[src/hw/rtl/xrr_pkg.sv]
// ----------------------------------------------------------------------------
// xrr_pkg
// Shared types, command codes and generator step functions for the
// xorshift random generator with range reduction.
// ----------------------------------------------------------------------------
package xrr_pkg;

	typedef logic [1:0] cmd_t;
	localparam cmd_t CMD_SEED  = 2'd0;
	localparam cmd_t CMD_DRAW  = 2'd1;
	localparam cmd_t CMD_RANGE = 2'd2;

	typedef logic [1:0] wsel_t;
	localparam wsel_t WSEL_8  = 2'd0;
	localparam wsel_t WSEL_16 = 2'd1;
	localparam wsel_t WSEL_32 = 2'd2;

	localparam int DIV_STEPS = 32;
	localparam int CNT_W     = $clog2(DIV_STEPS);

	typedef struct packed {
		logic load;
		logic div_step;
		logic emit;
	} dp_cmd_t;

	typedef struct packed {
		logic need_div;
		logic out_free;
	} dp_stat_t;

	function automatic logic [7:0] step8(input logic [7:0] s_in);
		logic [7:0] s;
		s = s_in;
		s = s ^ (s << 7);
		s = s ^ (s >> 5);
		s = s ^ (s << 3);
		return s;
	endfunction

	function automatic logic [15:0] step16(input logic [15:0] s_in);
		logic [15:0] s;
		s = s_in;
		s = s ^ (s << 13);
		s = s ^ (s >> 9);
		s = s ^ (s << 7);
		return s;
	endfunction

	function automatic logic [31:0] step32(input logic [31:0] s_in);
		logic [31:0] s;
		s = s_in;
		s = s ^ (s << 13);
		s = s ^ (s >> 17);
		s = s ^ (s << 5);
		return s;
	endfunction

endpackage

[src/hw/rtl/xorshift_random_with_range.sv]
// ----------------------------------------------------------------------------
// xorshift_random_with_range
// Seed, raw draw and empty-span range: the result goes to the output register
// without division. Range draw: first runs the one-bit-per-cycle remainder
// unit (32 steps). The next input is taken while the previous result waits
// in the output register.
// Reset: generators load 1, no result pending.
// ----------------------------------------------------------------------------
module xorshift_random_with_range (
	input  logic           clk,
	input  logic           arst_n,
	input  logic           in_valid,
	output logic           in_stall,
	input  xrr_pkg::cmd_t  command,
	input  xrr_pkg::wsel_t width_select,
	input  logic [31:0]    seed,
	input  logic [31:0]    low_bound,
	input  logic [31:0]    high_bound,
	output logic           out_valid,
	input  logic           out_stall,
	output logic [31:0]    value,
	output logic           range_error
);
	import xrr_pkg::*;

	dp_cmd_t  dp_cmd;
	dp_stat_t dp_stat;

	xrr_ctrl u_ctrl (
		.clk      (clk),
		.arst_n   (arst_n),
		.in_valid (in_valid),
		.in_stall (in_stall),
		.stat     (dp_stat),
		.cmd      (dp_cmd)
	);

	xrr_dp u_dp (
		.clk          (clk),
		.arst_n       (arst_n),
		.cmd          (dp_cmd),
		.stat         (dp_stat),
		.command      (command),
		.width_select (width_select),
		.seed         (seed),
		.low_bound    (low_bound),
		.high_bound   (high_bound),
		.out_stall    (out_stall),
		.out_valid    (out_valid),
		.value        (value),
		.range_error  (range_error)
	);

endmodule

[src/hw/rtl/xrr_ctrl.sv]
// ----------------------------------------------------------------------------
// xrr_ctrl
// Sequencer: takes a transaction, runs the remainder unit when a range
// draw needs it, then hands the result to the output register.
// ----------------------------------------------------------------------------
module xrr_ctrl (
	input  logic              clk,
	input  logic              arst_n,
	input  logic              in_valid,
	output logic              in_stall,
	input  xrr_pkg::dp_stat_t stat,
	output xrr_pkg::dp_cmd_t  cmd
);
	import xrr_pkg::*;

	typedef enum logic [2:0] {
		S_IDLE = 3'b001,
		S_DIV  = 3'b010,
		S_EMIT = 3'b100
	} state_t;

	state_t           state_q;
	logic [CNT_W-1:0] cnt_q;

	assign in_stall     = (state_q != S_IDLE);
	assign cmd.load     = (state_q == S_IDLE) && in_valid;
	assign cmd.div_step = (state_q == S_DIV);
	assign cmd.emit     = (state_q == S_EMIT) && stat.out_free;

	always_ff @(posedge clk or negedge arst_n) begin
		if (!arst_n) begin
			state_q <= S_IDLE;
			cnt_q   <= '0;
		end else begin
			unique case (state_q)
				S_IDLE: begin
					if (in_valid) begin
						cnt_q   <= CNT_W'(DIV_STEPS - 1);
						state_q <= stat.need_div ? S_DIV : S_EMIT;
					end
				end
				S_DIV: begin
					cnt_q <= cnt_q - 1'b1;
					if (cnt_q == '0) begin
						state_q <= S_EMIT;
					end
				end
				S_EMIT: begin
					if (stat.out_free) begin
						state_q <= S_IDLE;
					end
				end
				default: begin
					state_q <= S_IDLE;
				end
			endcase
		end
	end

endmodule

[src/hw/rtl/xrr_dp.sv]
// ----------------------------------------------------------------------------
// xrr_dp
// Datapath: the three generators, operand registers, a bit-serial
// restoring remainder unit and the output register.
// ----------------------------------------------------------------------------
module xrr_dp (
	input  logic              clk,
	input  logic              arst_n,
	input  xrr_pkg::dp_cmd_t  cmd,
	output xrr_pkg::dp_stat_t stat,
	input  xrr_pkg::cmd_t     command,
	input  xrr_pkg::wsel_t    width_select,
	input  logic [31:0]       seed,
	input  logic [31:0]       low_bound,
	input  logic [31:0]       high_bound,
	input  logic              out_stall,
	output logic              out_valid,
	output logic [31:0]       value,
	output logic              range_error
);
	import xrr_pkg::*;

	logic [7:0]  gen_small_q;
	logic [15:0] gen_medium_q;
	logic [31:0] gen_large_q;

	logic [7:0]  nxt_small;
	logic [15:0] nxt_medium;
	logic [31:0] nxt_large;
	logic [31:0] draw_v;
	logic [31:0] lo_m;
	logic [31:0] hi_m;
	logic        wsel_ok;
	logic        is_range;
	logic [31:0] res_now;
	logic        err_now;

	logic [31:0] res_q;
	logic        err_q;
	logic        use_sum_q;
	logic [31:0] lo_q;
	logic [31:0] span_q;
	logic [31:0] dvd_q;
	logic [31:0] rem_q;
	logic [32:0] trial;

	logic        out_valid_q;
	logic [31:0] value_q;
	logic        range_error_q;

	assign stat.out_free = !out_valid_q || !out_stall;
	assign is_range      = (command == CMD_RANGE);
	assign stat.need_div = is_range && wsel_ok && (hi_m > lo_m);

	always_comb begin
		nxt_small  = gen_small_q;
		nxt_medium = gen_medium_q;
		nxt_large  = gen_large_q;
		draw_v     = '0;
		lo_m       = '0;
		hi_m       = '0;
		wsel_ok    = 1'b1;
		unique case (width_select)
			WSEL_8: begin
				draw_v = {24'd0, step8(gen_small_q)};
				lo_m   = {24'd0, low_bound[7:0]};
				hi_m   = {24'd0, high_bound[7:0]};
			end
			WSEL_16: begin
				draw_v = {16'd0, step16(gen_medium_q)};
				lo_m   = {16'd0, low_bound[15:0]};
				hi_m   = {16'd0, high_bound[15:0]};
			end
			WSEL_32: begin
				draw_v = step32(gen_large_q);
				lo_m   = low_bound;
				hi_m   = high_bound;
			end
			default: begin
				wsel_ok = 1'b0;
			end
		endcase

		res_now = '0;
		err_now = 1'b0;
		unique case (command) inside
			CMD_SEED: begin
				nxt_small  = (seed[7:0] == '0) ? 8'd1 : seed[7:0];
				nxt_medium = (seed[15:0] == '0) ? 16'd1 : seed[15:0];
				nxt_large  = (seed == '0) ? 32'd1 : seed;
			end
			CMD_DRAW, CMD_RANGE: begin
				if (wsel_ok) begin
					unique case (width_select)
						WSEL_8:  nxt_small  = draw_v[7:0];
						WSEL_16: nxt_medium = draw_v[15:0];
						default: nxt_large  = draw_v;
					endcase
					if (!is_range) begin
						res_now = draw_v;
					end else if (hi_m <= lo_m) begin
						res_now = lo_m;
						err_now = 1'b1;
					end
				end
			end
			default: begin
			end
		endcase
	end

	assign trial = {rem_q, dvd_q[31]};

	always_ff @(posedge clk or negedge arst_n) begin
		if (!arst_n) begin
			gen_small_q  <= 8'd1;
			gen_medium_q <= 16'd1;
			gen_large_q  <= 32'd1;
			out_valid_q  <= 1'b0;
		end else begin
			if (cmd.load) begin
				gen_small_q  <= nxt_small;
				gen_medium_q <= nxt_medium;
				gen_large_q  <= nxt_large;
			end
			if (cmd.emit) begin
				out_valid_q <= 1'b1;
			end else if (!out_stall) begin
				out_valid_q <= 1'b0;
			end
		end
	end

	always_ff @(posedge clk) begin
		if (cmd.load) begin
			res_q     <= res_now;
			err_q     <= err_now;
			use_sum_q <= stat.need_div;
			lo_q      <= lo_m;
			span_q    <= hi_m - lo_m;
			dvd_q     <= draw_v;
			rem_q     <= '0;
		end else if (cmd.div_step) begin
			dvd_q <= {dvd_q[30:0], 1'b0};
			if (trial >= {1'b0, span_q}) begin
				rem_q <= 32'(trial - {1'b0, span_q});
			end else begin
				rem_q <= trial[31:0];
			end
		end
		if (cmd.emit) begin
			value_q       <= use_sum_q ? (lo_q + rem_q) : res_q;
			range_error_q <= err_q;
		end
	end

	assign out_valid   = out_valid_q;
	assign value       = value_q;
	assign range_error = range_error_q;

endmodule

[config.mk]
export PLATFORM = sky130hd
export DESIGN_NAME = xorshift_random_with_range
export DESIGN_NICKNAME = d
export VERILOG_FILES = /design/src/hw/rtl/xrr_pkg.sv /design/src/hw/rtl/xorshift_random_with_range.sv /design/src/hw/rtl/xrr_ctrl.sv /design/src/hw/rtl/xrr_dp.sv
export SDC_FILE = /design/constraint.sdc
export NUM_CORES = 1
export LEC_CHECK = 0
export BUFFER_PORTS_ARGS = -buffer_cell sky130_fd_sc_hd__buf_4
export CAP_MARGIN = 20
export CORE_ASPECT_RATIO = 1.2
export CORE_MARGIN = 8
export CORE_UTILIZATION = 40
export CTS_CLUSTER_DIAMETER = 200
export CTS_CLUSTER_SIZE = 25
export DETAILED_ROUTE_END_ITERATION = 10
export PLACE_DENSITY = 0.61
export SYNTH_ARGS = -nofsm -noshare
export SYNTH_HDL_FRONTEND = slang
export SYNTH_HIERARCHICAL = 1
export SYNTH_SLANG_ARGS = --single-unit
[constraint.sdc]
create_clock -name clk -period 4.2 [get_ports clk]
set_input_delay 0.21 -clock clk [delete_from_list [all_inputs] [get_ports clk]]
set_output_delay 0.21 -clock clk [all_outputs]
set_load 0.01 [all_outputs]
# Word level (Yosys, flattened, before mapping)
# Index checks and enable logic that the tools add are counted.
dict set report totals {
  word_cells 105
  reg_bits 260
  input_bits 104
}
dict set report classes {
  reduce_logical 26
  n_mux 32
  n_lt_le_gt_ge 3
  bitwise 9
  n_eq_ne 16
  n_addsub 4
}
# op count
set ops {}
lappend ops {{$mux 32} 9}
lappend ops {{$pmux 32 s3} 3}
lappend ops {{$pmux 32 s2} 1}
lappend ops {{$sub 32x32->32} 2}
lappend ops {{$xor 32x32->32} 2}
lappend ops {{$mux 16} 3}
lappend ops {{$ge 33x32->1} 1}
lappend ops {{$add 32x32->32} 1}
lappend ops {{$gt 32x32->1} 1}
lappend ops {{$le 32x32->1} 1}
lappend ops {{$logic_not 32->1} 1}
lappend ops {{$pmux 16 s2} 1}
lappend ops {{$xor 16x16->16} 2}
lappend ops {{$xor 32x15->32} 1}
lappend ops {{$mux 8} 3}
lappend ops {{$logic_not 16->1} 1}
lappend ops {{$pmux 8 s2} 1}
lappend ops {{$xor 16x7->16} 1}
lappend ops {{$xor 8x8->8} 2}
lappend ops {{$mux 3} 4}
lappend ops {{$reduce_and 4->1} 3}
lappend ops {{$pmux 5 s2} 1}
lappend ops {{$pmux 3 s3} 1}
lappend ops {{$logic_not 8->1} 1}
lappend ops {{other kinds (22)} 43}

# Longest topological paths before layout
# Gate-level depths: netlist (run 1).
dict set report depth {
  word_depth 8
  mapped_depth 19
}

# Hierarchy
# The synthesis (run 1) kept the hierarchy.
# mod cells_per_inst seq_area_each_um2 area_per_inst_um2 instances
set modules_own_cells {}
lappend modules_own_cells {xrr_dp 1781 6965.4 16813.6 1}
lappend modules_own_cells {xrr_ctrl 43 201.4 450.4 1}

# Worst setup path before layout (run 1)
# OpenSTA, ideal clock, no wires.
dict set report synth_timing {
  kind {input to register}
  start {input width_select[1]}
  end {register u_dp.res_q[11], data pin}
  required_time_ps 4044
  setup_slack_ps 617
  n_path_buf 4
  arrival_ps 3427
  cell_stages 18
  path_cell_list {clkbuf_1 > nand2_1 > clkbuf_1 > clkbuf_1 > nand2_1 > ha_1 > inv_1 > fa_1 > a21oi_1 > o211ai_2 > nand3b_4 > a21oi_2 > a211oi_2 > o21ai_4 > a31oi_4 > o2111ai_4 > buf_6 > o22ai_1}
}
dict set report synth_via {
  elab_chain_len 5
  elab_cells_between_ends 12
  classes_between {order compare (1); eq/ne (2); mux (6); reduce/logical (3)}
}
# item line_no
set synth_lines {}
lappend synth_lines {{from (decl)} xorshift_random_with_range.sv:15} ;# input xrr_pkg::wsel_t width_select,
lappend synth_lines {{$eq 2x2->1, or another cell as far along} xrr_dp.sv:63} ;# unique case (width_select)
lappend synth_lines {{$pmux 32 s3} xrr_dp.sv:63}
lappend synth_lines {{$le 32x32->1} xrr_dp.sv:101} ;# end else if (hi_m <= lo_m) begin
lappend synth_lines {{$mux 32} xrr_dp.sv:101}
lappend synth_lines {{$mux 32} xrr_dp.sv:99} ;# if (!is_range) begin
lappend synth_lines {{to (signal assigned)} xrr_dp.sv:136} ;# res_q <= res_now;
lappend synth_lines {{to (decl)} xrr_dp.sv:38} ;# logic [31:0] res_q;
# Parallel ways exist; a longest one is shown, timed or not.
# A chain may end at the register's enable or synchronous reset.

# Final worst setup path (run 1)
dict set report layout_timing {
  start {register u_dp.dvd_q[31]}
  end {register u_dp.rem_q[28]}
}
dict set report layout_via {
  elab_chain_len 2
  elab_cells_between_ends 3
  classes_between {add/sub (1); order compare (1); mux (1)}
}
# item line_no
set layout_lines {}
lappend layout_lines {{from (decl)} xrr_dp.sv:43} ;# logic [31:0] dvd_q;
lappend layout_lines {{from (signal assigned)} xrr_dp.sv:141} ;# dvd_q <= draw_v;
lappend layout_lines {{from (signal assigned)} xrr_dp.sv:144} ;# dvd_q <= {dvd_q[30:0], 1'b0};
lappend layout_lines {{$sub 32x32->32 or $ge 33x32->1 (tied branches)} {xrr_dp.sv:146, xrr_dp.sv:145}}
lappend layout_lines {{$mux 32 *} xrr_dp.sv:145} ;# if (trial >= {1'b0, span_q}) begin
lappend layout_lines {{to (signal assigned)} xrr_dp.sv:146} ;# rem_q <= 32'(trial - {1'b0, span_q});
lappend layout_lines {{to (signal assigned)} xrr_dp.sv:148} ;# rem_q <= trial[31:0];
lappend layout_lines {{to (decl)} xrr_dp.sv:44} ;# logic [31:0] rem_q;
# Every way passes the cells marked *; elsewhere a longest branch is shown, timed or not.

==> impl_metrics.csv, run 1 <==
group,metric,value,unit
timing,tightestPinTransition,1.03,ns
synth,ys.flop_type,"edfxtp_1",
synth,synth_top_area_frac,0.284,
routing,drtIter0Drc,809,
routing,dr.pass1.iters,5,
power_and_ir_drop,ir_drop,0.428,mV
floorplanning,initial_core_util,0.404,
synth,synthTopCellsByCount,"nand2_1 (179), edfxtp_1 (163), a21oi_1 (147)",
power_and_ir_drop,finalPower,9.48,mW
setup_path,path_class,"flip-flop to flip-flop",
cts,cts_resized,0,
synth,ys_ff_latch,260,
timing,max_freq,283,MHz
timing,hold_ws,0.0210,ns
finish,layout-drive-gt1-share,0.144,
timing,slew_headroom,0.314,
place,finalWeightedCongestion,0.963,
synth,synthCells,1824,
floorplanning,die_w,206,µm
place,post-place-ws,0.179,ns
min_path,holdCritPathClass,"input pin to flip-flop",
routing,vias,13935,
routing,drc,0,
cts,clock-sinks,260,
cts,clk-insertion-delay-late,0.52,ns
routing,drt.antenna.violating_nets,0,
timing,finClkSkew,0.0317,ns
routing,wirelength,52.2,mm
timing,setup-tns-final,0,ns
synth,netlist_top_cells_area,"edfxtp_1 (28%), dfrtp_1 (8.8%), ha_1 (7.1%), xnor2_1 (4.9%), a21oi_1 (4.3%)",
finish,fin_area,19300,µm²
global_route,grt_overflow,0,
run,maxCapViolations,0,
cts,root_buffer,"clkbuf_16",
floorplanning,fp.dieH,244,µm
routing,wire_per_inst,21.0,µm
global_route,grt_pass1_vias,13964,
place,place_area,18800,µm²
floorplanning,coreArea,42700,µm²
timing,rsz0062_at_grt,"false",
global_route,grt_antenna_before_repair,2,
global_route,grt.total_usage,0.203,
place,dp_hpwl,41.3,mm
timing,setup_violations,0,
global_route,grt_max_degree,121,
finish,stdcell_count,2479,
finish,nFillCells,4141,
finish,multi_input_area,9300,µm²
synth,yosys.area.top_type,"edfxtp_1",
synth,synth_edf_count,163,
setup_path,startpoint_type,"flip-flop",
timing,maxSlewViolCount,0,
setup_path,path_max_fanout,5,
synth,ys_async_sr_fraction,0.250,
synth,avgSynthCellArea,9.46,µm²
timing,setup_slack,0.662,ns
setup_path,crit_required,4.60,ns
finish,areaGrowthSynthToFinish,12.0,%
routing,vias_per_cell,5.62,
place,io_buffers,138,
synth,synth_area,17300,µm²
cts,h-tree-depth,1,
finish,seqCellArea,7170,µm²
cts,cts.path.max_buffers,3,
place,place_inst,2446,
cts,cts_buffers,14,
floorplanning,ios,139,
setup_path,crit_path_end_kind,"flip-flop",
floorplanning,std_cell_rows,83,
global_route,grt_first_pass_wirelength,80.1,mm
cts,cts_tree,"yes",
timing,post-route-period-util,0.842,
synth,synth_seq_area_share,0.415,
floorplanning,die-area,50100,µm²
synth,synth_fp_nets,2029,
outcome,status,"finished, final reports clean",
cts,cts_setup_buffers,0,
power_and_ir_drop,power_leakage,8.23,nW
cts,path_clk_slew,0.10,ns
timing,final_hold_viol_count,0,
synth,synth_most_common_cell,"nand2_1",
power_and_ir_drop,power_density,490,nW/µm²
synth,yosysWarnings,6,
finish,diodes,0,
timing,period_needed,3.54,ns
setup_path,arrival,3.94,ns
finish,final_core_util,0.453,
finish,nets,2124,
synth,yosysUniqueCellTypes,92,
## power by group
| group | total (mW) | internal [mW] | switching, mW |
|---|---|---|---|
| Clock | 1.55 | 0.683 | 0.866 |
| Sequential | 3.71 | 3.35 | 0.354 |
| Combinational | 4.22 | 1.63 | 2.59 |
| Total | 9.48 | 5.67 | 3.81 |
## layout make-up
type                    instances  share of cell area
clock inverters                 1            0.000841
repair buffers                172              0.0708
flip-flops and latches        260               0.371
clock buffers                  23              0.0210
well taps                     552              0.0357
inverters                     104              0.0202
multi-input cells            1367               0.481
## what timing repair did
item | 4_1_cts | 5_1_grt
endpoints found under the hold margin | 68 | 0
setup endpoints to repair | 0 | 0
hold buffers | 8 | 0
## per-layer routing
layer,vias up,global-route usage,share of wire
met5,-,0,0
met4,0,0.0686,0.035
met3,82,0.0200,0.044
met2,396,0.352,0.49
met1,6722,0.261,0.43
li1,6735,-,-
## cells by family after synthesis
logic type | share of synthesized area
flip-flops | 0.415
XOR/XNOR | 0.0852
multiplexers | 0.0367
AO/OA/AOI/OAI | 0.186
AND/OR/NAND/NOR | 0.156
buffers and inverters | 0.0468
adder cells (fa/ha/maj) | 0.0745
## critical path, stage by stage, from the launching register on
cell,delay [ns]
edfxtp_1,0.52
inv_1,0.08
ha_1,0.21
fa_1,0.39
nand2b_1,0.21
a21oi_1,0.32
o211ai_1,0.23
a21oi_1,0.32
a21oi_1,0.19
o31ai_2,0.40
o311ai_0,0.27
a31o_2,0.30
## placed cells by master, fill, tap and decap left out, drive strengths merged, types with 23 or more instances in the layout
cell type / netlist / routed
a21oi: 150 / 150
mux2: 42 / 42
xor2: 72 / 72
o21ai: 122 / 122
nor3: 41 / 41
dfrtp: 61 / 61
nor2: 125 / 125
nand2: 181 / 181
dfxtp: 32 / 32
buf: 27 / 164
inv: 103 / 104
xnor2: 96 / 96
ha: 98 / 98
edfxtp: 163 / 163
nand3: 40 / 40
a21o: 52 / 52
clkbuf: 66 / 23
and2: 38 / 38
## registers in the layout, indices dropped and copies added (netlist names), 8 cells and up
signal / cells
u_dp/dvd_q: 32
u_dp/gen_large_q: 32
u_dp/gen_medium_q: 16
u_dp/gen_small_q: 8
u_dp/lo_q: 32
u_dp/rem_q: 32
u_dp/res_q: 32
u_dp/span_q: 32
u_dp/value: 32
## worst paths after layout
path / from / endpoint / slack [ns] / cells past startpoint
hold / removal: seed[29] / u_dp/gen_large_q[29] / 0.02 / 3
setup / recovery: u_dp/dvd_q[31] / u_dp/rem_q[28] / 0.66 / 11
setup reg to reg: u_dp/dvd_q[31] / u_dp/rem_q[28] / 0.66 / 11
min in group asynchronous: arst_n / u_dp/gen_medium_q[1] / 0.35 / 2
hold reg to reg: u_dp/err_q / u_dp/range_error / 0.47 / 0
max in group asynchronous: arst_n / u_ctrl/cnt_q[2] / 3.27 / 2
Note: power is estimated with default switching activity, not from simulation.
==> inputs of run 2 (changes only) <==
- clock period: 4.2 -> 3.4 ns (I/O delays scaled with it)
==> impl_metrics.csv, run 2 (synthesis results as in run 1) <==
group,metric,value,unit
outcome,status,"finished, final reports clean",
setup_path,path_class,"flip-flop to flip-flop",
floorplanning,initial_core_util,0.404,
timing,period_needed,3.31,ns
floorplanning,coreArea,42700,µm²
routing,drc,0,
timing,post-route-period-util,0.974,
setup_path,slowest_delay,0.48,ns
timing,maxSlewViolCount,0,
finish,final_common_cell,"buf_4",
cts,clock-sinks,260,
routing,drtIter0Drc,976,
floorplanning,std_cell_rows,83,
routing,vias_per_cell,5.58,
place,io_buffers,138,
routing,wl_met1,22.4,mm
setup_path,critPathSlowestCell,"a211oi_1",
setup_path,crit_path_end_kind,"flip-flop",
timing,finClkSkew,0.0249,ns
power_and_ir_drop,ir_drop,0.582,mV
floorplanning,die_w,206,µm
finish,fin_area,20200,µm²
routing,dr.pass1.iters,5,
setup_path,crit_buf_inv,0,
setup_path,arrival,3.57,ns
run,maxCapViolations,0,
cts,h-tree-depth,1,
routing,wire_per_inst,20.6,µm
routing,routed-wl-met2,26.3,mm
finish,diodes,0,
finish,mostFrequentLayoutCells,"buf_4 (240), nand2_1 (179), edfxtp_1 (163)",
floorplanning,ios,139,
timing,rsz0062_at_grt,"false",
cts,clk-insertion-delay-late,0.51,ns
setup_path,path_cells,"ha_1 -> nand4_1 -> nor2_1 -> nand3_1 -> a211oi_1 -> nor3_1 -> nor2_1 -> a31oi_1 -> xnor2_1 -> mux2_2",
routing,met3_wirelength,2.67,mm
routing,vias,14388,
timing,max_freq,302,MHz
global_route,grt_max_degree,66,
floorplanning,die-area,50100,µm²
cts,path_clk_slew,0.10,ns
min_path,holdCritPathClass,"input pin to flip-flop",
setup_path,startpoint_type,"flip-flop",
cts,cts.path.max_buffers,3,
global_route,grt_pass1_vias,14263,
setup_path,crit_required,3.66,ns
cts,cts_tree,"yes",
finish,nets,2222,
power_and_ir_drop,power_leakage,8.71,nW
routing,wirelength,53.2,mm
floorplanning,fp.dieH,244,µm
timing,setup_violations,0,
cts,root_buffer,"clkbuf_16",
global_route,grt_overflow,0,
place,finalWeightedCongestion,0.926,
place,place_area,19500,µm²
power_and_ir_drop,power_density,591,nW/µm²
setup_path,path_max_fanout,8,
finish,layout-drive-gt1-share,0.179,
setup_path,cp_top_family,"simple AND/OR/NAND/NOR gates",
timing,tightestPinTransition,1.06,ns
global_route,grt_first_pass_wirelength,81.4,mm
global_route,grt.total_usage,0.207,
routing,drt.antenna.violating_nets,0,
cts,cts_setup_buffers,0,
timing,final_hold_viol_count,0,
global_route,grt_antenna_before_repair,3,
setup_path,cp_common_cell,"nor2_1",
cts,cts_buffers,14,
timing,slew_headroom,0.290,
place,dp_hpwl,42.1,mm
routing,top_layer,"met5",
timing,setup-tns-final,0,ns
finish,areaGrowthSynthToFinish,16.8,%
run 2: changes by cell type in the layout (fill, tap and decap cells not counted), sizes merged:
cell / change
dlygate4sd3: +14
buf: +84
run 2: power breakdown:
part           total, mW  internal, mW  switching [mW]
logic               5.44          2.14            3.29
clock network       1.90         0.843            1.06
registers           4.59          4.15           0.439
run 2: layout make-up:
type | count | area (µm²)
Clock inverter | 1 | 16.3
Timing Repair Buffer | 270 | 2180
Fill cell | 4048 | 22500
Multi-Input combinational cell | 1367 | 9310
Inverter | 104 | 390
Clock buffer | 23 | 405
Sequential cell | 260 | 7170
Tap cell | 552 | 691
run 2: what timing repair did:
item                                    in CTS  in global routing
endpoints found under the hold margin       84                  0
gates resized for setup                      0                  1
hold buffers                                22                  0
endpoints found under the setup margin       0                  1
run 2: path summary, 6_finish.rpt:
| path | from | to | slack, ns | cells after the start |
|---|---|---|---|---|
| worst max-delay path | u_dp/rem_q[16] | u_dp/value[30] | 0.09 | 10 |
| worst min-delay path | low_bound[14] | u_dp/lo_q[14] | 0.02 | 3 |
| worst max register to register | u_dp/rem_q[16] | u_dp/value[30] | 0.09 | 10 |
| worst min register to register | u_dp/err_q | u_dp/range_error | 0.48 | 0 |
| max in group asynchronous | arst_n | u_ctrl/cnt_q[3] | 2.50 | 2 |
| min in group asynchronous | arst_n | u_dp/gen_large_q[26] | 0.29 | 2 |
run 2: layer usage:
metal,vias to the layer above,track usage
met1,6937,0.259
met4,6,0.0728
met2,414,0.361
met3,91,0.0242
li1,6940,-
met5,-,0
run 2: worst register-to-register path, cell delays in order (launching register included):
cell,delay (ns)
dfxtp_1,0.40
ha_1,0.45
nand4_1,0.21
nor2_1,0.32
nand3_1,0.18
a211oi_1,0.48
nor3_1,0.18
nor2_1,0.27
a31oi_1,0.15
xnor2_1,0.16
mux2_2,0.27
run 2: metrics by stage:
stage	worst slack [ns]	utilization	power [mW]	std cells	hold WS, ns
2_1_floorplan	0.0303	-	8.20	1824	-0.126
4_1_cts	0.196	0.472	12.0	2577	0.000662
3_3_place_gp	0.0305	0.457	10.0	2531	0.332
5_1_grt	0.0267	0.472	12.6	2577	0.0164
3_5_place_dp	-0.0241	0.457	10.0	2531	0.333
6_report	0.0896	0.472	11.9	2577	0.0197
